===== src/hdl/imu_cal_pkg.sv =====
// ----------------------------------------------------------------------------
// imu_cal_pkg: shared types and constants
// Constants, CORDIC angle table and sequencer states for the IMU calibration
// and Euler conversion block.
// ----------------------------------------------------------------------------
package imu_cal_pkg;

  localparam int unsigned CalPollsDefault = 100;
  localparam int unsigned CordicSteps     = 16;
  localparam logic signed [15:0] GravityQ88 = 16'sd2509;
  localparam logic signed [19:0] HalfPiQ16  = 20'sd102944;

  // atan2 datapath width: operands reach about 2^32 in magnitude, gain 1.65
  localparam int unsigned CW = 36;

  typedef enum logic [1:0] {
    KIND_ACCEL = 2'd0,
    KIND_RATE  = 2'd1,
    KIND_QUAT  = 2'd2,
    KIND_NONE  = 2'd3
  } kind_e;

  typedef enum logic [3:0] {
    ST_IDLE,
    ST_MUL,
    ST_ATAN_R,
    ST_SQRT,
    ST_ATAN_P,
    ST_ATAN_Y,
    ST_APPLY,
    ST_DIV,
    ST_OUT
  } state_e;

  function automatic logic signed [19:0] atan_entry(input logic [3:0] i);
    logic signed [19:0] r;
    case (i)
      4'd0:    r = 20'sd51472;
      4'd1:    r = 20'sd30386;
      4'd2:    r = 20'sd16055;
      4'd3:    r = 20'sd8150;
      4'd4:    r = 20'sd4091;
      4'd5:    r = 20'sd2047;
      4'd6:    r = 20'sd1024;
      4'd7:    r = 20'sd512;
      4'd8:    r = 20'sd256;
      4'd9:    r = 20'sd128;
      4'd10:   r = 20'sd64;
      4'd11:   r = 20'sd32;
      4'd12:   r = 20'sd16;
      4'd13:   r = 20'sd8;
      4'd14:   r = 20'sd4;
      default: r = 20'sd2;
    endcase
    return r;
  endfunction

  function automatic logic signed [15:0] sat16(input logic signed [39:0] v);
    logic signed [15:0] r;
    if (v > 40'sd32767) r = 16'sh7fff;
    else if (v < -40'sd32768) r = 16'sh8000;
    else r = v[15:0];
    return r;
  endfunction

endpackage


===== src/hdl/imu_cal_cordic.sv =====
// ----------------------------------------------------------------------------
// imu_cal_cordic: iterative atan2
// Vectoring CORDIC, one step per cycle, 16 steps, result Q3.12 radians.
// ----------------------------------------------------------------------------
module imu_cal_cordic (
  input  logic                                clk_i,
  input  logic                                rst_ni,
  input  logic                                start_i,
  input  logic signed [imu_cal_pkg::CW-1:0]   y_i,
  input  logic signed [imu_cal_pkg::CW-1:0]   x_i,
  output logic                                done_o,
  output logic signed [15:0]                  angle_o
);
  import imu_cal_pkg::*;

  logic signed [CW-1:0] x_q, x_d, y_q, y_d;
  logic signed [20:0]   z_q, z_d;
  logic [3:0]           i_q, i_d;
  logic                 busy_q, busy_d, done_q, done_d;
  logic signed [20:0]   zr;

  always_comb begin
    x_d = x_q; y_d = y_q; z_d = z_q; i_d = i_q;
    busy_d = busy_q; done_d = 1'b0;
    if (start_i) begin
      if (x_i == '0 && y_i == '0) begin
        x_d = '0; y_d = '0; z_d = '0; done_d = 1'b1;
      end else begin
        busy_d = 1'b1; i_d = '0;
        if (x_i < 0 && y_i >= 0) begin
          x_d = y_i; y_d = -x_i; z_d = 21'(HalfPiQ16);
        end else if (x_i < 0) begin
          x_d = -y_i; y_d = x_i; z_d = -21'(HalfPiQ16);
        end else begin
          x_d = x_i; y_d = y_i; z_d = '0;
        end
      end
    end else if (busy_q) begin
      // arithmetic shifts are floor shifts
      if (y_q >= 0) begin
        x_d = x_q + (y_q >>> i_q);
        y_d = y_q - (x_q >>> i_q);
        z_d = z_q + 21'(atan_entry(i_q));
      end else begin
        x_d = x_q - (y_q >>> i_q);
        y_d = y_q + (x_q >>> i_q);
        z_d = z_q - 21'(atan_entry(i_q));
      end
      i_d = i_q + 4'd1;
      if (i_q == 4'(CordicSteps - 1)) begin
        busy_d = 1'b0; done_d = 1'b1;
      end
    end
  end

  always_ff @(posedge clk_i or negedge rst_ni) begin
    if (!rst_ni) begin
      busy_q <= 1'b0;
      done_q <= 1'b0;
      z_q    <= '0;
    end else begin
      busy_q <= busy_d;
      done_q <= done_d;
      z_q    <= z_d;
    end
  end

  always_ff @(posedge clk_i) begin
    x_q <= x_d;
    y_q <= y_d;
    i_q <= i_d;
  end

  assign zr      = (z_q + 21'sd8) >>> 4;
  assign done_o  = done_q;
  assign angle_o = zr[15:0];

endmodule


===== config.mk =====
export PLATFORM = sky130hd
export DESIGN_NAME = imu_cal_cordic
export DESIGN_NICKNAME = d
export VERILOG_FILES = /design/src/hdl/imu_cal_pkg.sv /design/src/hdl/imu_cal_cordic.sv
export SDC_FILE = /design/constraint.sdc
export NUM_CORES = 1
export LEC_CHECK = 0
export BUFFER_PORTS_ARGS = -buffer_cell sky130_fd_sc_hd__buf_2
export CORE_UTILIZATION = 44
export DETAILED_ROUTE_END_ITERATION = 8
export GPL_TIMING_DRIVEN = 0
export HOLD_SLACK_MARGIN = 0.08
export PLACE_DENSITY = 0.7
export SYNTH_ARGS = -nofsm -noshare
export SYNTH_HDL_FRONTEND = slang
export SYNTH_SLANG_ARGS = --single-unit

===== constraint.sdc =====
create_clock -name clk_i -period 6.9 [get_ports clk_i]
set_input_delay 0.69 -clock clk_i [delete_from_list [all_inputs] [get_ports clk_i]]
set_output_delay 0.69 -clock clk_i [all_outputs]
set_load 0.02 [all_outputs]

* Word level (Yosys, flattened, before mapping)
Memories as Yosys holds them, arrays and structs flattened. A register that Yosys moved wholly into a read port is not among the register bits. Cells that the tools add are included.
Word-level totals: bits in writable memories 0, ROM bits 512, bits of input ports 75, latch bits 0, output and inout bits 17, word-level logic and storage cells 68, memories 2, flip-flop bits (word level) 99
Operators by class: equality and inequality tests 2, $add $sub $neg 10, muxes and demuxes 37, reductions and logical operators 6, shifts and indexed selects 2, multiply operators 0, $lt $le $gt $ge 3, bitwise logic cells 0, divide/modulo/power cells 0
Memory list:
- (name not given) | words 16, width 16, rd ports 1, clocked after Yosys merged registers in 1, write ports 0, RTL line imu_cal_pkg.sv:37 | case (i)
- (name not given) | words 16, width 16, rd ports 1, clocked after Yosys merged registers in 1, write ports 0, RTL line imu_cal_pkg.sv:37
Operators by type and width (count):
- two-way mux 36 bit | 12
- two-way mux 21 bit | 6
- two-way mux 20 bit | 6
- adder 36 bit | 2
- greater-or-equal comparator 36 x 1 -> 1 bit, second input constant | 2
- zero test 36 bit | 2
- negation 36 bit | 2
- >>> shifter 36 x 4 -> 36 bit | 2
- subtractor 36 bit | 2
- less-than comparator 36 x 1 -> 1 bit, second input constant | 1
- adder 21 x 20 -> 21 bit | 1
- subtractor 21 x 20 -> 21 bit | 1
- adder 20 x 5 -> 20 bit, second input constant | 1
- two-way mux 4 bit | 5
- two-way mux 1 bit | 8
- adder 4 x 1 -> 4 bit, second input constant | 1
- == test 4 bit, second input constant | 1
- logical AND 1 bit | 2
- != test 2 bit, second input constant | 1
- AND reduction 2 bit | 1
- nonzero test 2 bit | 1

* Longest topological paths before layout
Gate-level depths: netlist of the first run.
depth in word-level cells 8, mapped depth 29, gate-level depth less buffers 22

* Least setup slack after synthesis of the first run
No wires, ideal clock.
kind reg-to-reg, from reg i_q[0], to reg x_q[31], data pin, setup time 0.271 ns, arrival time 5.786 ns, slack 0.843 ns, cell stages (with the launch flop) 26, required time 6.629 ns, cells stage by stage edfxtp_1 > buf_6 > buf_12 > buf_12 > buf_6 > buf_2 > buf_4 > buf_1 > mux4_2 > or2_2 > o21ai_0 > ha_1 > nand4bb_1 > o21ai_0 > xnor2_1 > ha_1 > a21o_1 > a211o_1 > o32ai_1 > a2111oi_0 > o31ai_1 > nand2b_1 > a21oi_1 > o21ai_0 > xnor2_1 > o22ai_1
Between the ends: longest elaborated chain between the ends 5, elaborated cells between the ends (all ways) 6
RTL lines:
- start: declaration | RTL line imu_cal_cordic.sv:18 | logic [3:0] i_q, i_d;
- start signal: assignment | RTL line imu_cal_cordic.sv:71 | i_q <= i_d;
- >>> shifter 36 x 4 -> 36 bit * | RTL line imu_cal_cordic.sv:41, imu_cal_cordic.sv:45
- subtractor 36 bit or adder 36 bit (tied branches) | RTL line imu_cal_cordic.sv:45, imu_cal_cordic.sv:41
- two-way mux 36 bit * | RTL line imu_cal_cordic.sv:40 | if (y_q >= 0) begin
- two-way mux 36 bit * | RTL line imu_cal_cordic.sv:38 | end else if (busy_q) begin
- two-way mux 36 bit * | RTL line imu_cal_cordic.sv:25 | if (start_i) begin
- named net x_d[31] | RTL line imu_cal_cordic.sv:16 | logic signed [CW-1:0] x_q, x_d, y_q, y_d;
- end signal: assignment | RTL line imu_cal_cordic.sv:69 | x_q <= x_d;
- end: declaration | RTL line imu_cal_cordic.sv:16
Mark *: on every way through the listed nets, which the timed path passes. The rest lies on a longest branch. The select of a mux whose other input is x is not followed. A chain may end at the register's enable or synchronous reset.

* Worst setup path in the final report of the first run
from reg y_q[35], to reg x_q[32], data pin
Between the ends: longest elaborated chain between the ends 5, elaborated cells between the ends (all ways) 7
RTL lines:
- start: declaration | RTL line imu_cal_cordic.sv:16
- start signal: assignment | RTL line imu_cal_cordic.sv:70 | y_q <= y_d;
- >>> shifter 36 x 4 -> 36 bit | RTL line imu_cal_cordic.sv:41, imu_cal_cordic.sv:45
- subtractor 36 bit or adder 36 bit (tied branches) | RTL line imu_cal_cordic.sv:45, imu_cal_cordic.sv:41
- two-way mux 36 bit * | RTL line imu_cal_cordic.sv:40
- two-way mux 36 bit * | RTL line imu_cal_cordic.sv:38
- two-way mux 36 bit * | RTL line imu_cal_cordic.sv:25
- named net x_d[32] | RTL line imu_cal_cordic.sv:16
Marks and branches as above.

==> results.yml, run 1 <==
synthesis:
  syn-num-nets: 2327
  yosysWarnings: 0
  synthSimpleGateAreaFrac: 0.181
  synthAdderAreaFrac: 0.0768
  avgSynthCellArea_um2: 8.18
  synth_xor_area_frac: 0.111
  ys_seq_area_frac: 0.180
  synth_largest_area_cell: "edfxtp_1"
  synth_cell_type_count: 88
  synthTopCellsByArea: "edfxtp_1, mux4_2, ha_1"
  synth_compound_area_frac: 0.255
  synthMuxAreaShare: 0.151
  synth_top_area_share: 0.130
  synth_top_family_by_area: "compound AO/OA/AOI/OAI gates"
  synthCells: 2146
  synth_area_um2: 17600
  synth-edff-count: 76
  synth-main-ff-cell: "edfxtp_1"
  async_reset_ff_frac: 0.193
  synth-seq-cells: 114
clocking:
  htree_levels: 4
  numCtsBuffers: 17
  clk_latency_ns: 0.46
  clock_sink_count: 114
  cts_root_buffer: "clkbuf_16"
  cts.path.max_buffers: 2
  tritoncts: "yes"
  cts_hold_buf: 0
  clkTransAtPathRegs_ns: 0.06
timing:
  finalHoldViolCount: 0
  slew_violations: 0
  max_clock_freq_mhz: 147
  fin_tns_setup_ns: 0
  worst_pin_slew_ns: 1.22
  timing.final.crit_share: 0.988
  setup_viol: 0
  period_needed_ns: 6.82
  relSlewSlack: 0.181
  skew_ns: 0.0154
  layout_setup_ws_ns: 0.0824
floorplan:
  die-area_um2: 40700
  start_util: 0.450
  fp.dieH_um: 202
  coreArea_um2: 39000
  row_count: 72
  ios: 92
  dieWidth_um: 202
setup_path:
  r2r_cells: 16
  r2r-start: "y_q[35]$_DFFE_PP_"
  crit_chain: "clkbuf_1, clkbuf_1, clkbuf_1, buf_1, o21ai_0, fa_1, a21o_1, a21boi_0, o31ai_1, nor4_2, nor2_1, o211a_1, o211a_1, o31ai_1, and3_1, o31ai_1"
  worst-endpoint-arrival_ns: 6.99
  reg2reg_slack_ns: 0.08
  required_ns: 7.07
  crit_slowest_cell: "buf_1"
  crit_start: "y_q[35]$_DFFE_PP_"
  crit_family: "buffers and inverters"
  max_stage_delay_ns: 0.83
  critPathCaptureType: "flop"
  crit_fanout: 10
  path_buf_inv: 4
  cp-start-kind: "flop"
  worst-setup-path-type: "reg -> reg"
  r2r-end: "x_q[32]$_DFFE_PP_"
worst_hold_path:
  hp-class: "in -> async"
detailed_routing:
  vias_per_cell: 6.83
  wl_per_cell_um: 28.0
  drt-initial-drc-count: 2429
  dr.pass1.iters: 5
  vias: 19000
  postRouteWirelength_mm: 78.2
  drc: 0
  ant_nets: 0
grt:
  grt_start_max_net_pins: 63
  grt-ovfl-total: 0
  grt_pass1_wl_mm: 115
  antenna_found_initial: 13
  grt_pass1_vias: 18000
  grt.total_usage: 0.381
placement:
  place_congestion: 1.05
  preCtsSetupSlack_ns: -2.20
  place_area_um2: 18700
  portBuffers: 90
  place_inst: 2755
  dp.final_hpwl_mm: 62.0
status:
  status: "finished, final reports clean"
finish:
  final_area_um2: 19600
  areaGrowthSynthToFinish_pct: 11.5
  nNetsFinal: 2436
  final_cell_count_no_fill: 2791
  drive_gt1_frac: 0.151
flow_run:
  drv_cap: 0
[layout make-up]
cell class,instances,area (um^2)
Inverter,61,229
Buffer,120,636
Antenna cell,5,12.5
Timing Repair Buffer,97,523
Clock inverter,12,109
Clock buffer,20,489
Fill cell,3819,19400
Sequential cell,114,3150
Multi-Input combinational cell,1844,13800
Tap cell,518,648
[per-layer routing]
metal  track usage  part of all wire
met1         0.505              0.39
met4         0.182             0.047
met5             0           0.00047
met2         0.562              0.43
met3         0.116              0.13
[Yosys cell counts (all sizes together), types with 16 or more instances]
library cell,n
o21a,19
xor2,108
or2,22
nor2b,19
mux2i,44
a21oi,146
mux4,80
buf,44
xnor2,111
nand2,239
nand2b,29
and3,18
dfxtp,16
nand3,41
ha,103
or3,33
clkbuf,83
o21ai,196
a21o,33
nor2,140
o211ai,75
dfrtp,22
o22ai,32
a31oi,24
edfxtp,76
o31ai,46
nor3,54
inv,60
mux2,34
[per-stage QoR]
step | util | hold slack [ns]
3_5_place_dp | 0.479 | 0.528
6_report | 0.502 | 0.220
2_1_floorplan | - | 0.394
5_1_grt | 0.502 | 0.259
3_3_place_gp | 0.478 | 0.517
4_1_cts | 0.498 | 0.218
[placed cells by master (no fill, tap or decap), types with 75 or more instances in the layout]
cell type,instances
o211ai_1,75
ha_1,101
xnor2_1,108
nor2_1,140
edfxtp_1,76
mux4_2,75
o21ai_0,187
xor2_1,105
buf_2,98
a21oi_1,142
nand2_1,238
[cells by family after synthesis]
kind of cell	count (synthesis)
adders and majority gates	106
muxes	158
DFF	114
buffers and inverters	188
xor gates and xnor gates	220
AOI/OAI and AO/OA	702
and+or+nand+nor	658
[how the worst max path moves through the flow]
stage                                    to  depth (start not counted)  slack (ns)
after floorplan           x_q[31]$_DFFE_PP_                         25        0.84
after global placement    x_q[35]$_DFFE_PP_                         24       -2.24
after detailed placement  x_q[35]$_DFFE_PP_                         27       -2.20
after CTS                 x_q[33]$_DFFE_PP_                         26       0.001
after global routing      y_q[34]$_DFFE_PP_                         24       -0.05
final                     x_q[32]$_DFFE_PP_                         16        0.08
[what timing repair did]
action / CTS / global route
pin swaps: 3 / 7
cloned: 0 / 0
endpoints found under the setup margin: 52 / 17
buffers inserted: 3 / 3
endpoints found under the hold margin: 0 / 0
gates resized for setup: 56 / 43
Power of run 1 is not shown: default switching activity piles up to over one toggle a cycle in this logic, so the estimate is an artifact.
==> run 2: changes to the inputs <==
Settings changed: RECOVER_POWER from default to 100.
==> results.yml, run 2 (synthesis gave the netlist of run 1 again) <==
finish:
  drive_gt1_frac: 0.141
  final_area_um2: 19500
  nNetsFinal: 2436
  final_common_cell: "nand2_1"
  areaGrowthSynthToFinish_pct: 11.2
  fin_util: 0.500
  final_cell_mix: "nand2_1, o21ai_0, a21oi_1"
setup_path:
  r2r-end: "y_q[32]$_DFFE_PP_"
  crit_start: "i_q[3]$_DFFE_PP_"
  endpoint: "y_q[32]$_DFFE_PP_"
  worst-endpoint-arrival_ns: 7.00
  path_buf_inv: 6
  r2r-start: "i_q[3]$_DFFE_PP_"
  crit_slowest_cell: "or4_4"
  reg2reg_slack_ns: 0.08
  crit_cells: 24
  worst-setup-path-type: "reg -> reg"
  max_stage_delay_ns: 0.59
  crit_family: "compound AO/OA/AOI/OAI gates"
  critPathCaptureType: "flop"
  crit_fanout: 19
  r2r_cells: 24
  required_ns: 7.08
  cp-start-kind: "flop"
  crit_chain: "buf_4, buf_2, buf_2, or2_2, clkbuf_1, o22ai_1, nor2_1, inv_1, ha_1, inv_1, or4_4, or3_1, o21ai_2, xnor2_2, ha_2, nand3_1, a2bb2oi_1, o31ai_2, a21oi_2, o21ai_1, a2111o_1, a31oi_2, xnor2_1, o21ai_0"
placement:
  place_area_um2: 18700
  place_congestion: 1.05
  portBuffers: 90
  dp.final_hpwl_mm: 62.0
clocking:
  clkTransAtPathRegs_ns: 0.06
  htree_levels: 4
  numCtsBuffers: 17
  cts_root_buffer: "clkbuf_16"
  clock_sink_count: 114
  clk_latency_ns: 0.46
  cts_hold_buf: 0
  cts.path.max_buffers: 2
  tritoncts: "yes"
grt:
  grt-ovfl-total: 0
  grt_pass1_vias: 18000
  antenna_found_initial: 13
  grt.total_usage: 0.381
  grt_start_max_net_pins: 63
  grt_pass1_wl_mm: 115
timing:
  worst_pin_slew_ns: 3.70
  slew_violations: 63
  timing.final.crit_share: 0.988
  period_needed_ns: 6.82
  finalHoldViolCount: 0
  relSlewSlack: -1.47
  hold-worst-slack_ns: 0.513
  max_clock_freq_mhz: 147
  setup_viol: 0
  skew_ns: 0.0120
detailed_routing:
  drt-initial-drc-count: 2503
  drc: 0
  wl_per_cell_um: 28.0
  ant_nets: 0
  vias: 19100
  dr.pass1.iters: 6
  vias_per_cell: 6.85
  postRouteWirelength_mm: 78.3
floorplan:
  die-area_um2: 40700
  start_util: 0.450
  coreArea_um2: 39000
  dieWidth_um: 202
  fp.dieH_um: 202
  row_count: 72
  ios: 92
worst_hold_path:
  hp-class: "in -> async"
status:
  status: "finished, violations left"
  violations: "capacitance limit, slew limit"
flow_run:
  drv_cap: 1
## run 2: metal layers
metal	track usage	share of wire
met1	0.505	0.40
met2	0.562	0.42
met3	0.116	0.13
met4	0.182	0.049
met5	0	0.00047
## run 2: through the flow
stage          TNS (ns)  std cells  worst slack (ns)
2_1_floorplan         0       2146             0.843
3_3_place_gp     -44.65       2754             -2.24
3_5_place_dp     -43.54       2755             -2.20
4_1_cts               0       2788           0.00106
5_1_grt         -0.0949       2789           -0.0508
6_report              0       2791            0.0834
## run 2: final cells by class
type,count,area (um^2)
inverter,61,229
buffer,120,632
antenna,5,12.5
fill,3835,19500
sequential,114,3150
timing repair buffer,97,474
tap,518,648
multi-input combinational,1844,13800
clock buffer,20,489
clock inverter,12,109
## run 2: repair_timing
| action | CTS | global route |
|---|---|---|
| buffers inserted | 3 | 3 |
| pin swaps | 3 | 7 |
| hold endpoints to repair | 0 | 0 |
| endpoints found under the setup margin | 52 | 17 |
| resized for setup | 56 | 43 |
## run 2: worst min-delay path by stage
stage / end / slack [ns] / cells after the start
floorplan: busy_q$_DFFE_PN0P_ / 0.39 / 0
global placement: z_q[2]$_DFFE_PN0P_ / 0.52 / 2
detailed placement: z_q[0]$_DFFE_PN0P_ / 0.53 / 2
CTS: z_q[13]$_DFFE_PN0P_ / 0.22 / 1
global route: z_q[0]$_DFFE_PN0P_ / 0.59 / 2
finish: z_q[11]$_DFFE_PN0P_ / 0.51 / 1
Power of run 2 is left out for the same reason.
